<file path="src/rtl/fps_pkg.sv">
package fps_pkg;

  typedef enum logic [2:0] {
    PH_PRE     = 3'd0,
    PH_BURN    = 3'd1,
    PH_COAST   = 3'd2,
    PH_DESCENT = 3'd3,
    PH_STANDBY = 3'd4
  } phase_e;

  typedef enum logic [2:0] {
    REG_LAUNCH_ACCEL  = 3'd0,
    REG_BURNOUT_ACCEL = 3'd1,
    REG_MAIN_ALTITUDE = 3'd2,
    REG_PROCESS_NOISE = 3'd3,
    REG_MEAS_NOISE    = 3'd4,
    REG_INIT_UNCERT   = 3'd5
  } cfg_reg_e;

  typedef enum logic [2:0] {
    ST_IDLE,
    ST_EVAL,
    ST_VDIV,
    ST_PREP,
    ST_KSTART,
    ST_KDIV,
    ST_MUL,
    ST_EMIT
  } ctl_state_e;

  localparam int CFG_IDX_W  = 3;
  localparam int CFG_DATA_W = 32;

  // Uncertainty and measurement noise are Q8.16, process noise Q0.16; the gain is Q1.16 and reaches 1.0.
  localparam int Q_W    = 16;
  localparam int P_W    = 24;
  localparam int DEN_W  = P_W + 1;
  localparam int K_W    = 17;
  localparam int FRAC_W = 16;

  localparam logic [P_W-1:0]   P_MAX      = '1;
  localparam logic [K_W-1:0]   K_ONE      = 17'h10000;
  localparam logic [FRAC_W:0]  ROUND_HALF = 17'h08000;

  // Thresholds are held at least this wide so that their reset values fit.
  localparam int THR_MIN_W = 13;

  localparam int                 LAUNCH_RST  = 2560;
  localparam int                 BURNOUT_RST = 768;
  localparam int                 MAIN_RST    = 4500;
  localparam logic [Q_W-1:0]     QNOISE_RST  = 16'd655;
  localparam logic [P_W-1:0]     RNOISE_RST  = 24'd6554;
  localparam logic [P_W-1:0]     P0_RST      = 24'd65536;

  // Raw velocity is round(diff * 256 / 10): the top three numerator bits
  // always stay below the divisor, so they preload the remainder.
  localparam int               VDIV_PRE_W  = 3;
  localparam int               VEL_SHIFT   = 8;
  localparam logic [DEN_W-1:0] VEL_DIVISOR = 25'd10;
  localparam int               VEL_ROUND   = 5;

endpackage

</file>
<file path="src/rtl/fps_in_if.sv">
interface fps_in_if #(
  parameter int ACCEL_BITS    = 16,
  parameter int ALTITUDE_BITS = 20
);
  logic                            valid;
  logic                            ready;
  logic signed [ACCEL_BITS-1:0]    accel_sample;
  logic signed [ALTITUDE_BITS-1:0] altitude_sample;

  modport source (output valid, output accel_sample, output altitude_sample, input ready);
  modport sink (input valid, input accel_sample, input altitude_sample, output ready);
endinterface

</file>
<file path="src/rtl/fps_out_if.sv">
interface fps_out_if #(
  parameter int VELOCITY_BITS = 24
);
  logic                            valid;
  logic                            ready;
  logic [2:0]                      phase;
  logic                            drogue_fire;
  logic                            main_fire;
  logic                            transmit_request;
  logic signed [VELOCITY_BITS-1:0] filtered_velocity;
  logic                            velocity_valid;

  modport source (
    output valid, output phase, output drogue_fire, output main_fire,
    output transmit_request, output filtered_velocity, output velocity_valid,
    input ready
  );
  modport sink (
    input valid, input phase, input drogue_fire, input main_fire,
    input transmit_request, input filtered_velocity, input velocity_valid,
    output ready
  );
endinterface

</file>
<file path="src/rtl/fps_cfg_if.sv">
interface fps_cfg_if;
  logic                            valid;
  logic                            ready;
  logic [fps_pkg::CFG_IDX_W-1:0]   index;
  logic [fps_pkg::CFG_DATA_W-1:0]  data;

  modport source (output valid, output index, output data, input ready);
  modport sink (input valid, input index, input data, output ready);
endinterface

</file>
<file path="src/rtl/fps_sdiv.sv">
module fps_sdiv #(
  parameter int NUM_W = 26,
  parameter int DEN_W = 25
) (
  input  logic                         clk_i,
  input  logic                         rst_ni,
  input  logic                         start_i,
  input  logic [$clog2(NUM_W+1)-1:0]   steps_i,
  input  logic [DEN_W-1:0]             rem_init_i,
  input  logic [DEN_W-1:0]             den_i,
  input  logic [NUM_W-1:0]             num_i,
  output logic                         done_o,
  output logic [NUM_W-1:0]             quot_o
);

  localparam int CNT_W = $clog2(NUM_W + 1);

  logic [DEN_W-1:0] rem_q, rem_d;
  logic [NUM_W-1:0] num_q, num_d;
  logic [DEN_W-1:0] den_q;
  logic [CNT_W-1:0] cnt_q;
  logic             busy_q;
  logic             done_q;
  logic [DEN_W:0]   trial;
  logic [DEN_W:0]   diff;

  // Restoring division: quotient bits shift in at the bottom of the
  // numerator register as the numerator bits leave at the top.
  always_comb begin
    trial = {rem_q, num_q[NUM_W-1]};
    diff  = trial - {1'b0, den_q};
    if (!diff[DEN_W]) begin
      rem_d = diff[DEN_W-1:0];
      num_d = {num_q[NUM_W-2:0], 1'b1};
    end else begin
      rem_d = trial[DEN_W-1:0];
      num_d = {num_q[NUM_W-2:0], 1'b0};
    end
  end

  always_ff @(posedge clk_i or negedge rst_ni) begin
    if (!rst_ni) begin
      busy_q <= 1'b0;
      done_q <= 1'b0;
      cnt_q  <= '0;
    end else begin
      done_q <= 1'b0;
      if (start_i) begin
        busy_q <= 1'b1;
        cnt_q  <= steps_i;
      end else if (busy_q) begin
        cnt_q <= cnt_q - CNT_W'(1);
        if (cnt_q == CNT_W'(1)) begin
          busy_q <= 1'b0;
          done_q <= 1'b1;
        end
      end
    end
  end

  always_ff @(posedge clk_i) begin
    if (start_i) begin
      rem_q <= rem_init_i;
      num_q <= num_i;
      den_q <= den_i;
    end else if (busy_q) begin
      rem_q <= rem_d;
      num_q <= num_d;
    end
  end

  assign done_o = done_q;
  assign quot_o = num_q;

endmodule

</file>
<file path="src/rtl/fps_smul.sv">
module fps_smul #(
  parameter int A_W = 25,
  parameter int B_W = 24,
  parameter int M_W = 17
) (
  input  logic                 clk_i,
  input  logic                 rst_ni,
  input  logic                 start_i,
  input  logic [A_W-1:0]       mcand_a_i,
  input  logic [M_W-1:0]       mplr_a_i,
  input  logic [B_W-1:0]       mcand_b_i,
  input  logic [M_W-1:0]       mplr_b_i,
  output logic                 done_o,
  output logic [A_W+M_W-1:0]   prod_a_o,
  output logic [B_W+M_W-1:0]   prod_b_o
);

  localparam int CNT_W = $clog2(M_W + 1);
  localparam int PA_W  = A_W + M_W;
  localparam int PB_W  = B_W + M_W;

  logic [A_W-1:0]   mcand_a_q;
  logic [B_W-1:0]   mcand_b_q;
  logic [M_W-1:0]   mplr_a_q;
  logic [M_W-1:0]   mplr_b_q;
  logic [PA_W-1:0]  acc_a_q, acc_a_d;
  logic [PB_W-1:0]  acc_b_q, acc_b_d;
  logic [CNT_W-1:0] cnt_q;
  logic             busy_q;
  logic             done_q;

  // Two shift-and-add products share one walk over the multiplier bits,
  // most significant bit first.
  always_comb begin
    acc_a_d = {acc_a_q[PA_W-2:0], 1'b0}
              + (mplr_a_q[M_W-1] ? PA_W'(mcand_a_q) : PA_W'(0));
    acc_b_d = {acc_b_q[PB_W-2:0], 1'b0}
              + (mplr_b_q[M_W-1] ? PB_W'(mcand_b_q) : PB_W'(0));
  end

  always_ff @(posedge clk_i or negedge rst_ni) begin
    if (!rst_ni) begin
      busy_q <= 1'b0;
      done_q <= 1'b0;
      cnt_q  <= '0;
    end else begin
      done_q <= 1'b0;
      if (start_i) begin
        busy_q <= 1'b1;
        cnt_q  <= CNT_W'(M_W);
      end else if (busy_q) begin
        cnt_q <= cnt_q - CNT_W'(1);
        if (cnt_q == CNT_W'(1)) begin
          busy_q <= 1'b0;
          done_q <= 1'b1;
        end
      end
    end
  end

  always_ff @(posedge clk_i) begin
    if (start_i) begin
      mcand_a_q <= mcand_a_i;
      mcand_b_q <= mcand_b_i;
      mplr_a_q  <= mplr_a_i;
      mplr_b_q  <= mplr_b_i;
      acc_a_q   <= '0;
      acc_b_q   <= '0;
    end else if (busy_q) begin
      mplr_a_q <= {mplr_a_q[M_W-2:0], 1'b0};
      mplr_b_q <= {mplr_b_q[M_W-2:0], 1'b0};
      acc_a_q  <= acc_a_d;
      acc_b_q  <= acc_b_d;
    end
  end

  assign done_o   = done_q;
  assign prod_a_o = acc_a_q;
  assign prod_b_o = acc_b_q;

endmodule

</file>
<file path="src/rtl/flight_phase_sequencer.sv">
// Flight phase sequencer: one request on in_i is one sensor tick and yields
// one result on out_o. The phase moves pre-launch, burn, coast, descent,
// standby; in coast the altitude rate (Q.8) is smoothed by a scalar Kalman
// filter, and a filtered velocity at or below zero enters descent, which
// fires the drogue; the main chute fires at the main deploy altitude. Ticks
// that do not run the filter go from acceptance through the evaluate and
// emit states to the result register. A coast tick that runs the filter
// first takes the raw velocity from a bit-serial divider at one quotient
// bit per cycle (ALTITUDE_BITS + 6 steps); the gain uses the same divider
// for 17 steps, and the estimate and uncertainty updates share a 17-step
// serial multiplier. One tick is in work at a time; a new request is taken
// as soon as the previous result is in the output register, even while
// that result waits to be taken. Configuration writes are always accepted
// and take effect at once.
module flight_phase_sequencer #(
  parameter int ACCEL_BITS    = 16,
  parameter int ALTITUDE_BITS = 20,
  parameter int VELOCITY_BITS = 24
) (
  input  logic      clk_i,
  input  logic      rst_ni,
  fps_cfg_if.sink   cfg_i,
  fps_in_if.sink    in_i,
  fps_out_if.source out_o
);

  localparam int AB    = ACCEL_BITS;
  localparam int HB    = ALTITUDE_BITS;
  localparam int VB    = VELOCITY_BITS;
  localparam int TW    = (AB > fps_pkg::THR_MIN_W) ? AB : fps_pkg::THR_MIN_W;
  localparam int MAW   = HB - 1;
  localparam int MW    = (MAW > fps_pkg::THR_MIN_W) ? MAW : fps_pkg::THR_MIN_W;
  localparam int CW    = ((HB > MW) ? HB : MW) + 1;
  localparam int DW    = HB + 1;
  localparam int VNW   = DW + fps_pkg::VEL_SHIFT;
  localparam int NUM_W = VNW - fps_pkg::VDIV_PRE_W;
  localparam int DCW   = $clog2(NUM_W + 1);
  localparam int RW    = NUM_W + VB;
  localparam int EW    = VB + 1;
  localparam int PA_W  = EW + fps_pkg::K_W;
  localparam int PB_W  = fps_pkg::P_W + fps_pkg::K_W;
  localparam int DM_W  = PA_W + 1 - fps_pkg::FRAC_W;
  localparam int XW    = DM_W + 2;

  localparam logic signed [RW-1:0] RAW_HI =
    $signed({{(RW-VB+1){1'b0}}, {(VB-1){1'b1}}});
  localparam logic signed [RW-1:0] RAW_LO = ~RAW_HI;
  localparam logic signed [XW-1:0] X_HI =
    $signed({{(XW-VB+1){1'b0}}, {(VB-1){1'b1}}});
  localparam logic signed [XW-1:0] X_LO = ~X_HI;

  fps_pkg::ctl_state_e state_q, state_d;

  // Configuration.
  logic signed [TW-1:0]           launch_q;
  logic signed [TW-1:0]           burnout_q;
  logic [MW-1:0]                  main_alt_q;
  logic [fps_pkg::Q_W-1:0]        qnoise_q;
  logic [fps_pkg::P_W-1:0]        rnoise_q;
  logic [fps_pkg::P_W-1:0]        p0_q;

  // Flight state.
  fps_pkg::phase_e                phase_q, phase_d;
  logic signed [HB-1:0]           prev_alt_q, prev_alt_d;
  logic                           alt_primed_q, alt_primed_d;
  logic signed [VB-1:0]           x_q;
  logic [fps_pkg::P_W-1:0]        p_q;
  logic                           filt_primed_q;
  logic                           drogue_q, drogue_d;
  logic                           main_q, main_d;
  logic                           tx;

  // Tick work registers.
  logic signed [AB-1:0]           accel_q;
  logic signed [HB-1:0]           alt_q;
  logic                           vneg_q;
  logic signed [VB-1:0]           raw_q;
  logic signed [VB-1:0]           xs_q;
  logic [fps_pkg::P_W-1:0]        ps_q;
  logic [EW-1:0]                  e_mag_q;
  logic                           e_neg_q;
  logic                           den_zero_q;

  // Result register.
  logic                           out_valid_q;
  fps_pkg::phase_e                out_phase_q;
  logic                           out_drogue_q;
  logic                           out_main_q;
  logic                           out_tx_q;
  logic signed [VB-1:0]           out_vel_q;
  logic                           out_vvalid_q;

  // Control strobes.
  logic in_fire, out_free, filter_tick;
  logic div_start, div_kmode, raw_load, prep_load, kstart_load;
  logic mul_start, filt_load, emit_fire;

  // Datapath.
  logic signed [DW-1:0]           diff;
  logic [DW-1:0]                  diff_mag;
  logic [VNW-1:0]                 vnum;
  logic [fps_pkg::DEN_W-1:0]      div_rem_init, div_den, kden;
  logic [NUM_W-1:0]               div_num, div_quot;
  logic [DCW-1:0]                 div_steps;
  logic                           div_done;
  logic signed [RW-1:0]           raw_wide;
  logic signed [VB-1:0]           raw_sat;
  logic signed [VB-1:0]           xs_d;
  logic [fps_pkg::P_W-1:0]        pbase;
  logic [fps_pkg::P_W:0]          psum;
  logic [fps_pkg::P_W-1:0]        ps_d;
  logic signed [EW-1:0]           err;
  logic [fps_pkg::K_W-1:0]        k_sel, kc;
  logic                           mul_done;
  logic [PA_W-1:0]                prod_a;
  logic [PB_W-1:0]                prod_b;
  logic [PA_W:0]                  prod_rnd;
  logic [DM_W-1:0]                dmag;
  logic signed [XW-1:0]           dstep, xsum;
  logic signed [VB-1:0]           x_new;
  logic signed [TW-1:0]           accel_ext;
  logic signed [CW-1:0]           alt_ext, main_ext;

  assign in_fire     = in_i.valid && in_i.ready;
  assign out_free    = !out_valid_q || out_o.ready;
  assign filter_tick = (phase_q == fps_pkg::PH_COAST) && alt_primed_q;

  // Sequencer.
  always_ff @(posedge clk_i or negedge rst_ni) begin
    if (!rst_ni) begin
      state_q <= fps_pkg::ST_IDLE;
    end else begin
      state_q <= state_d;
    end
  end

  always_comb begin
    state_d     = state_q;
    div_start   = 1'b0;
    div_kmode   = 1'b0;
    raw_load    = 1'b0;
    prep_load   = 1'b0;
    kstart_load = 1'b0;
    mul_start   = 1'b0;
    filt_load   = 1'b0;
    emit_fire   = 1'b0;
    unique case (state_q)
      fps_pkg::ST_IDLE: begin
        if (in_i.valid) state_d = fps_pkg::ST_EVAL;
      end
      fps_pkg::ST_EVAL: begin
        if (filter_tick) begin
          div_start = 1'b1;
          state_d   = fps_pkg::ST_VDIV;
        end else begin
          state_d = fps_pkg::ST_EMIT;
        end
      end
      fps_pkg::ST_VDIV: begin
        if (div_done) begin
          raw_load = 1'b1;
          state_d  = fps_pkg::ST_PREP;
        end
      end
      fps_pkg::ST_PREP: begin
        prep_load = 1'b1;
        state_d   = fps_pkg::ST_KSTART;
      end
      fps_pkg::ST_KSTART: begin
        div_start   = 1'b1;
        div_kmode   = 1'b1;
        kstart_load = 1'b1;
        state_d     = fps_pkg::ST_KDIV;
      end
      fps_pkg::ST_KDIV: begin
        if (div_done) begin
          mul_start = 1'b1;
          state_d   = fps_pkg::ST_MUL;
        end
      end
      fps_pkg::ST_MUL: begin
        if (mul_done) begin
          filt_load = 1'b1;
          state_d   = fps_pkg::ST_EMIT;
        end
      end
      fps_pkg::ST_EMIT: begin
        if (out_free) begin
          emit_fire = 1'b1;
          state_d   = fps_pkg::ST_IDLE;
        end
      end
      default: state_d = fps_pkg::ST_IDLE;
    endcase
  end

  // Raw velocity numerator: |diff| * 256 + 5, divided by 10 in the serial unit.
  always_comb begin
    diff     = $signed({alt_q[HB-1], alt_q}) - $signed({prev_alt_q[HB-1], prev_alt_q});
    diff_mag = diff[DW-1] ? DW'(-diff) : DW'(diff);
    vnum     = {diff_mag, {fps_pkg::VEL_SHIFT{1'b0}}} + VNW'(fps_pkg::VEL_ROUND);
    kden     = {1'b0, ps_q} + {1'b0, rnoise_q};
    if (div_kmode) begin
      // The gain never exceeds 1.0, so the upper quotient bits are zero and
      // the remainder starts from p / 2.
      div_rem_init = fps_pkg::DEN_W'(ps_q[fps_pkg::P_W-1:1]);
      div_num      = {ps_q[0], {(NUM_W-1){1'b0}}};
      div_den      = kden;
      div_steps    = DCW'(fps_pkg::K_W);
    end else begin
      div_rem_init = fps_pkg::DEN_W'(vnum[VNW-1 -: fps_pkg::VDIV_PRE_W]);
      div_num      = vnum[NUM_W-1:0];
      div_den      = fps_pkg::VEL_DIVISOR;
      div_steps    = DCW'(NUM_W);
    end
  end

  fps_sdiv #(
    .NUM_W (NUM_W),
    .DEN_W (fps_pkg::DEN_W)
  ) u_fps_sdiv (
    .clk_i      (clk_i),
    .rst_ni     (rst_ni),
    .start_i    (div_start),
    .steps_i    (div_steps),
    .rem_init_i (div_rem_init),
    .den_i      (div_den),
    .num_i      (div_num),
    .done_o     (div_done),
    .quot_o     (div_quot)
  );

  always_comb begin
    raw_wide = vneg_q ? -$signed(RW'(div_quot)) : $signed(RW'(div_quot));
    if (raw_wide > RAW_HI) begin
      raw_sat = RAW_HI[VB-1:0];
    end else if (raw_wide < RAW_LO) begin
      raw_sat = RAW_LO[VB-1:0];
    end else begin
      raw_sat = raw_wide[VB-1:0];
    end
  end

  // Predict: the first filtered sample seeds the estimate and uncertainty.
  always_comb begin
    xs_d  = filt_primed_q ? x_q : raw_q;
    pbase = filt_primed_q ? p_q : p0_q;
    psum  = {1'b0, pbase} + (fps_pkg::P_W+1)'(qnoise_q);
    ps_d  = psum[fps_pkg::P_W] ? fps_pkg::P_MAX : psum[fps_pkg::P_W-1:0];
    err   = EW'(raw_q) - EW'(xs_q);
  end

  always_comb begin
    k_sel = den_zero_q ? '0 : div_quot[fps_pkg::K_W-1:0];
    kc    = fps_pkg::K_ONE - k_sel;
  end

  fps_smul #(
    .A_W (EW),
    .B_W (fps_pkg::P_W),
    .M_W (fps_pkg::K_W)
  ) u_fps_smul (
    .clk_i     (clk_i),
    .rst_ni    (rst_ni),
    .start_i   (mul_start),
    .mcand_a_i (e_mag_q),
    .mplr_a_i  (k_sel),
    .mcand_b_i (ps_q),
    .mplr_b_i  (kc),
    .done_o    (mul_done),
    .prod_a_o  (prod_a),
    .prod_b_o  (prod_b)
  );

  // Update: x + round(k * e / 65536), rounded on the magnitude so that ties
  // go away from zero, then saturated.
  always_comb begin
    prod_rnd = (PA_W+1)'(prod_a) + (PA_W+1)'(fps_pkg::ROUND_HALF);
    dmag     = prod_rnd[PA_W:fps_pkg::FRAC_W];
    dstep    = e_neg_q ? -$signed(XW'(dmag)) : $signed(XW'(dmag));
    xsum     = XW'(xs_q) + dstep;
    if (xsum > X_HI) begin
      x_new = X_HI[VB-1:0];
    end else if (xsum < X_LO) begin
      x_new = X_LO[VB-1:0];
    end else begin
      x_new = xsum[VB-1:0];
    end
  end

  // Phase step, applied when the result is written.
  always_comb begin
    accel_ext    = TW'(accel_q);
    alt_ext      = CW'(alt_q);
    main_ext     = $signed(CW'(main_alt_q));
    phase_d      = phase_q;
    prev_alt_d   = prev_alt_q;
    alt_primed_d = alt_primed_q;
    drogue_d     = drogue_q;
    main_d       = main_q;
    tx           = 1'b0;
    unique case (phase_q)
      fps_pkg::PH_PRE: begin
        if (accel_ext > launch_q) phase_d = fps_pkg::PH_BURN;
      end
      fps_pkg::PH_BURN: begin
        if (accel_ext < burnout_q) phase_d = fps_pkg::PH_COAST;
      end
      fps_pkg::PH_COAST: begin
        prev_alt_d   = alt_q;
        alt_primed_d = 1'b1;
        if (alt_primed_q && (x_q[VB-1] || (x_q == '0))) phase_d = fps_pkg::PH_DESCENT;
      end
      fps_pkg::PH_DESCENT: begin
        drogue_d = 1'b1;
        if (!main_q && (alt_ext <= main_ext)) begin
          main_d  = 1'b1;
          phase_d = fps_pkg::PH_STANDBY;
        end
      end
      fps_pkg::PH_STANDBY: tx = 1'b1;
      default: ;
    endcase
  end

  always_ff @(posedge clk_i or negedge rst_ni) begin
    if (!rst_ni) begin
      launch_q      <= TW'(fps_pkg::LAUNCH_RST);
      burnout_q     <= TW'(fps_pkg::BURNOUT_RST);
      main_alt_q    <= MW'(fps_pkg::MAIN_RST);
      qnoise_q      <= fps_pkg::QNOISE_RST;
      rnoise_q      <= fps_pkg::RNOISE_RST;
      p0_q          <= fps_pkg::P0_RST;
      phase_q       <= fps_pkg::PH_PRE;
      prev_alt_q    <= '0;
      alt_primed_q  <= 1'b0;
      x_q           <= '0;
      p_q           <= '0;
      filt_primed_q <= 1'b0;
      drogue_q      <= 1'b0;
      main_q        <= 1'b0;
      out_valid_q   <= 1'b0;
    end else begin
      if (cfg_i.valid) begin
        unique case (fps_pkg::cfg_reg_e'(cfg_i.index))
          fps_pkg::REG_LAUNCH_ACCEL:  launch_q   <= TW'($signed(cfg_i.data[AB-1:0]));
          fps_pkg::REG_BURNOUT_ACCEL: burnout_q  <= TW'($signed(cfg_i.data[AB-1:0]));
          fps_pkg::REG_MAIN_ALTITUDE: main_alt_q <= MW'(cfg_i.data[MAW-1:0]);
          fps_pkg::REG_PROCESS_NOISE: qnoise_q   <= cfg_i.data[fps_pkg::Q_W-1:0];
          fps_pkg::REG_MEAS_NOISE:    rnoise_q   <= cfg_i.data[fps_pkg::P_W-1:0];
          fps_pkg::REG_INIT_UNCERT:   p0_q       <= cfg_i.data[fps_pkg::P_W-1:0];
          default: ;
        endcase
      end
      if (filt_load) begin
        x_q           <= x_new;
        p_q           <= prod_b[fps_pkg::FRAC_W +: fps_pkg::P_W];
        filt_primed_q <= 1'b1;
      end
      if (emit_fire) begin
        phase_q      <= phase_d;
        prev_alt_q   <= prev_alt_d;
        alt_primed_q <= alt_primed_d;
        drogue_q     <= drogue_d;
        main_q       <= main_d;
        out_valid_q  <= 1'b1;
      end else if (out_o.ready) begin
        out_valid_q <= 1'b0;
      end
    end
  end

  always_ff @(posedge clk_i) begin
    if (in_fire) begin
      accel_q <= in_i.accel_sample;
      alt_q   <= in_i.altitude_sample;
    end
    if (div_start && !div_kmode) vneg_q <= diff[DW-1];
    if (raw_load) raw_q <= raw_sat;
    if (prep_load) begin
      xs_q <= xs_d;
      ps_q <= ps_d;
    end
    if (kstart_load) begin
      e_mag_q    <= err[EW-1] ? EW'(-err) : EW'(err);
      e_neg_q    <= err[EW-1];
      den_zero_q <= (kden == '0);
    end
    if (emit_fire) begin
      out_phase_q  <= phase_d;
      out_drogue_q <= drogue_d;
      out_main_q   <= main_d;
      out_tx_q     <= tx;
      out_vel_q    <= x_q;
      out_vvalid_q <= filter_tick;
    end
  end

  assign cfg_i.ready             = 1'b1;
  assign in_i.ready              = (state_q == fps_pkg::ST_IDLE);
  assign out_o.valid             = out_valid_q;
  assign out_o.phase             = out_phase_q;
  assign out_o.drogue_fire       = out_drogue_q;
  assign out_o.main_fire         = out_main_q;
  assign out_o.transmit_request  = out_tx_q;
  assign out_o.filtered_velocity = out_vel_q;
  assign out_o.velocity_valid    = out_vvalid_q;

endmodule

</file>
<file path="src/flat_wrapper.sv">
// flat-port wrapper written by rule: the top's interface ports become plain ports
module flight_phase_sequencer_flat 
#(
  parameter int ACCEL_BITS    = 16,
  parameter int ALTITUDE_BITS = 20,
  parameter int VELOCITY_BITS = 24
)
  (clk_i, rst_ni, cfg_i_valid, cfg_i_index, cfg_i_data, cfg_i_ready, in_i_valid, in_i_accel_sample, in_i_altitude_sample, in_i_ready, out_o_valid, out_o_phase, out_o_drogue_fire, out_o_main_fire, out_o_transmit_request, out_o_filtered_velocity, out_o_velocity_valid, out_o_ready);
  fps_cfg_if cfg_i_i ();
  fps_in_if #(.ACCEL_BITS(ACCEL_BITS), .ALTITUDE_BITS(ALTITUDE_BITS)) in_i_i ();
  fps_out_if #(.VELOCITY_BITS(VELOCITY_BITS)) out_o_i ();
  input  logic clk_i;
  input  logic rst_ni;
  input wire logic [$bits(cfg_i_i.valid)-1:0] cfg_i_valid;
  input wire logic [$bits(cfg_i_i.index)-1:0] cfg_i_index;
  input wire logic [$bits(cfg_i_i.data)-1:0] cfg_i_data;
  output wire logic [$bits(cfg_i_i.ready)-1:0] cfg_i_ready;
  input wire logic [$bits(in_i_i.valid)-1:0] in_i_valid;
  input wire logic [$bits(in_i_i.accel_sample)-1:0] in_i_accel_sample;
  input wire logic [$bits(in_i_i.altitude_sample)-1:0] in_i_altitude_sample;
  output wire logic [$bits(in_i_i.ready)-1:0] in_i_ready;
  output wire logic [$bits(out_o_i.valid)-1:0] out_o_valid;
  output wire logic [$bits(out_o_i.phase)-1:0] out_o_phase;
  output wire logic [$bits(out_o_i.drogue_fire)-1:0] out_o_drogue_fire;
  output wire logic [$bits(out_o_i.main_fire)-1:0] out_o_main_fire;
  output wire logic [$bits(out_o_i.transmit_request)-1:0] out_o_transmit_request;
  output wire logic [$bits(out_o_i.filtered_velocity)-1:0] out_o_filtered_velocity;
  output wire logic [$bits(out_o_i.velocity_valid)-1:0] out_o_velocity_valid;
  input wire logic [$bits(out_o_i.ready)-1:0] out_o_ready;
  assign cfg_i_i.valid = cfg_i_valid;
  assign cfg_i_i.index = cfg_i_index;
  assign cfg_i_i.data = cfg_i_data;
  assign cfg_i_ready = cfg_i_i.ready;
  assign in_i_i.valid = in_i_valid;
  assign in_i_i.accel_sample = in_i_accel_sample;
  assign in_i_i.altitude_sample = in_i_altitude_sample;
  assign in_i_ready = in_i_i.ready;
  assign out_o_valid = out_o_i.valid;
  assign out_o_phase = out_o_i.phase;
  assign out_o_drogue_fire = out_o_i.drogue_fire;
  assign out_o_main_fire = out_o_i.main_fire;
  assign out_o_transmit_request = out_o_i.transmit_request;
  assign out_o_filtered_velocity = out_o_i.filtered_velocity;
  assign out_o_velocity_valid = out_o_i.velocity_valid;
  assign out_o_i.ready = out_o_ready;
  flight_phase_sequencer #(.ACCEL_BITS(ACCEL_BITS), .ALTITUDE_BITS(ALTITUDE_BITS), .VELOCITY_BITS(VELOCITY_BITS)) u_core (.clk_i(clk_i), .rst_ni(rst_ni), .cfg_i(cfg_i_i), .in_i(in_i_i), .out_o(out_o_i));
endmodule
</file>
<file path="config.mk">
export PLATFORM = sky130hd
export DESIGN_NAME = flight_phase_sequencer_flat
export DESIGN_NICKNAME = d
export VERILOG_FILES = /design/src/rtl/fps_pkg.sv /design/src/rtl/fps_in_if.sv /design/src/rtl/fps_out_if.sv /design/src/rtl/fps_cfg_if.sv /design/src/rtl/fps_sdiv.sv /design/src/rtl/fps_smul.sv /design/src/rtl/flight_phase_sequencer.sv /design/src/flat_wrapper.sv
export SDC_FILE = /design/constraint.sdc
export NUM_CORES = 1
export LEC_CHECK = 0
export BUFFER_PORTS_ARGS = -buffer_cell sky130_fd_sc_hd__clkbuf_2
export CAP_MARGIN = 20
export CELL_PAD_IN_SITES_DETAIL_PLACEMENT = 0
export CELL_PAD_IN_SITES_GLOBAL_PLACEMENT = 1
export CORE_ASPECT_RATIO = 0.75
export CORE_UTILIZATION = 50
export CTS_BUF_LIST = sky130_fd_sc_hd__clkbuf_8 sky130_fd_sc_hd__clkbuf_16
export DETAILED_ROUTE_END_ITERATION = 6
export PLACE_DENSITY_LB_ADDON = 0.1
export SLEW_MARGIN = 10
export SYNTH_ARGS = -nofsm -noshare
export SYNTH_HDL_FRONTEND = slang
export SYNTH_SLANG_ARGS = --single-unit
</file>
<file path="constraint.sdc">
create_clock -name clk_i -period 7.5 [get_ports clk_i]
set_input_delay 0.375 -clock clk_i [delete_from_list [all_inputs] [get_ports clk_i]]
set_output_delay 0.375 -clock clk_i [all_outputs]
set_load 0.005 [all_outputs]
</file>
==> summary.md <==
| Metric | Value |
|---|---|
| Status | `finished clean` |
| WL/cell | `20.70 um` |
| Max-slew headroom at the worst pin | `0.3076` |
| Ys async rst share | `0.3382` |
| Seq pwr share | `0.336` |
| Fin worst setup slack | `~1.1 ns` |
| Most common cell after layout, fill and taps aside | `edfxtp_1` |
| Total GRT Usage | `0.2645` |
| CP Launch Type | `flip-flop` |
| Critical Path RT | `8.00 ns` |
| Crit path arrival time | `~6.9 ns` |
| Final worst path period need | `between 6 and 7 ns` |
| First-pass GRT wire length | `around 160000 um` |
| Fin. Hold Viols | `0` |
| Worst-path clk slew | `roughly 0.06 ns` |
| Layout area overhead | `10.31%` |
| Final Skew | `between 0.03 and 0.04 ns` |
| CTS tree | `done` |
| WL final | `100800 um` |
| Yosys top cell area share | `0.2605` |
| Post-DP HPWL | `~75000 um` |
| Vias in the first global route | `27390` |
| # IOs | `110` |
| Die height | `239.1 um` |
| Row Count | `86` |
| Clock sinks | `615` |
| Switching share of power | `0.4193` |
| Final core utilization | `0.5599` |
| Top FF cell, synth | `edfxtp_1` |
| Port Buffer Count | `100` |
| Number of max-cap violations | `0` |
| Fin crit share | `0.8590` |
| Clk root buf | `clkbuf_16` |
| Antenna violations before repair | `9` |
| Clk network pwr share | `0.182` |
| Worst-Margin Slew | `just over 1 ns` |
| Worst hold path class | `in -> reg` |
| Post-Layout Cell Count | `~4900` |
| Core area | `roughly 74000 um2` |
| Area leader, netlist | `edfxtp_1` |
| Maximum operating frequency | `approximately 160 MHz` |
| H-tree depth | `3` |
| Setup WS pre-CTS | `between 1 and 1.5 ns` |
| Vias post-DR | `28760` |
| Antenna diodes | `0` |
| Final setup vio count | `0` |
| Part of the power in combinational logic | `0.482` |
| Drt drc | `0` |
| 1st-pass router iterations | `6` |
| Clock buffer count from CTS | `66` |
| Worst-Skew Late Latency | `between 0.6 and 0.7 ns` |
| Most frequent cells in the layout | `325 x edfxtp_1, 293 x nand2_1, 288 x o21ai_0, 247 x ha_1, 246 x nor2_1` |
| Cells after Synth | `around 3800` |
| Final ANT Viol Nets | `0` |
| Die area | `76040 um2` |
| Remaining Overflow, GRT | `0` |
| Critical path capture point type | `flip-flop` |
| Die span in x | `between 300 and 400 um` |
| Syn Area/Cell | `9.966 um2` |
| Pleak | `approximately 0.017 uW` |
| Post-synthesis cell area | `between 30000 and 40000 um2` |
| EDFF count, synth | `around 330` |
| Pwr dens | `roughly 420 nW/um2` |
| Placer Congestion | `0.9339` |
| P_int | `around 10000 uW` |
| Netlist cell types | `88` |
| CP Class | `reg -> reg` |
| Drt via density | `a little under 6` |
| Max FO, Critical Path | `21` |
| Sequential fraction of the synthesis area | `0.4440` |
| Seq cells post-synth | `just over 600` |
| Placed Cells | `approximately 4700` |
| Layout cells sized above 1 | `0.1172` |
| Power Total | `about 17000 uW` |
| Bufs on Longest Clock Path | `3` |
| Synth Warn # | `0` |
| Starting Density | `0.5075` |
| Slew Viols, Final | `0` |
| Post-CTS Setup Bufs | `0` |
| Synth area leaders | `edfxtp_1 26%, dfrtp_1 12%, ha_1 8.2%` |
| Largest net degree at the start of global routing | `153` |
| Peak VDD IR | `216.7 uV` |
| Syn_nets | `4090` |
| RSZ-0062 raised after global routing | `no` |
| Initial DRC count | `between 2000 and 2500` |
| Final Net Count | `around 4200` |
| P_sw | `just over 7000 uW` |
| Final TNS setup | `0 ns` |
per-layer routing:
layer,up-vias,track usage,part of all wire
li1,13870,-,-
met1,13960,0.3964,0.49
met2,787,0.3835,0.42
met3,139,0.05041,0.065
met4,2,0.08183,0.028
met5,-,0,0.000089
metrics by stage:
| stage | hold slack, ns | area [um2] |
|---|---|---|
| floorplan | 0.07941 | 37460 |
| global placement | 0.3284 | 38900 |
| detailed placement | 0.3322 | 38910 |
| CTS | 0.01287 | 41310 |
| global route | 0.01896 | 41330 |
| finish | 0.03410 | 41330 |
worst paths after layout:
check,slack [ns],endpoint,cells after the start,from
worst max-delay path,1.06,u_core.x_q[21],20,u_core.u_fps_smul.prod_a_o[19]
worst min-delay path,0.03,u_core.p0_q[20],2,cfg_i_data[20]
worst max register to register,1.06,u_core.x_q[21],20,u_core.u_fps_smul.prod_a_o[19]
worst min register to register,0.42,u_core.u_fps_smul.mcand_a_q[22],0,u_core.e_mag_q[22]
max in group asynchronous,5.88,u_core.u_fps_smul.busy_q,3,rst_ni
min in group asynchronous,0.28,u_core.prev_alt_q[16],2,rst_ni
what timing repair did:
action / in CTS / in global routing
endpoints found under the hold margin: 92 / 0
hold buffers: 37 / 0
gates resized for setup: 0 / 0
final cells by class:
cell class | count | area (um2)
clock buffers | 70 | 1718
clock inverters | 51 | 315.3
fillers | 6440 | 32490
inverters | 228 | 858.3
multi-input cells | 2766 | 19440
flip-flops and latches | 615 | 16640
well taps | 968 | 1211
repair buffers | 170 | 1142
synthesized netlist by cell type, types with 46 or more instances:
cell      count
mux2_2      150
mux2i_1      63
xnor2_1     190
clkbuf_1    127
edfxtp_1    325
nand2_1     294
a21o_1       69
o21ai_0     288
nor3_1       89
xor2_1       79
ha_1        247
nand2b_1     58
nor2_1      247
and2_1       77
nand3_1      64
dfrtp_1     185
dfxtp_1      82
inv_1       226
o21a_1       46
a21oi_1     220
critical path, stage by stage (launching register included):
cell      delay [ns]
dfxtp_1         0.66
nand4_1         0.33
or3_1           0.66
nor2_1          0.20
xnor2_1         0.14
a22o_1          0.20
nor4b_1         0.33
nand2_1         0.21
o21ai_0         0.24
xor2_1          0.28
ha_1            0.30
nand2_1         0.07
a21oi_1         0.04
a221o_1         0.33
or3_1           0.36
o21ai_0         0.44
o21ai_0         0.21
xnor2_1         0.25
nand4b_1        0.21
and2_1          0.47
a221o_1         0.37
registers in the layout (all words and copies together), names as in the netlist, 24 cells and up:
name / cells
u_core.u_fps_smul.mcand_b_q: 24
u_core.u_fps_sdiv.den_q: 25
u_core.out_o.filtered_velocity: 24
u_core.x_q: 24
u_core.u_fps_sdiv.rem_q: 25
u_core.xs_q: 24
u_core.e_mag_q: 25
u_core.u_fps_smul.prod_b_o: 40
u_core.ps_q: 24
u_core.u_fps_smul.mcand_a_q: 25
u_core.p_q: 24
u_core.rnoise_q: 24
u_core.p0_q: 24
u_core.raw_q: 24
u_core.u_fps_sdiv.quot_o: 26
u_core.u_fps_smul.prod_a_o: 42
cell families (layout without fill, tap and decap cells):
| family | count (synthesis) | after routing | share of synthesized area |
|---|---|---|---|
| buffers and inverters | 378 | 519 | 0.03837 |
| muxes | 214 | 214 | 0.06252 |
| AOI/OAI and AO/OA | 951 | 951 | 0.1626 |
| and+or+nand+nor | 1075 | 1075 | 0.1421 |
| adders and majority gates | 255 | 255 | 0.08677 |
| other | 1 | 1 | 0.0001001 |
| DFF | 615 | 615 | 0.4440 |
| xor gates and xnor gates | 270 | 270 | 0.06349 |
power by group through the flow:
stage | Clock, uW | Combinational, uW | Sequential (uW)
detailed placement | 0 | 8150 | 5820
finish | 3140 | 8300 | 5780
global route | 3350 | 9180 | 5900
global placement | 0 | 7990 | 5790
floorplan | 0 | 6350 | 5300
CTS | 3220 | 8240 | 5760
(Power assumes the default switching activity.)
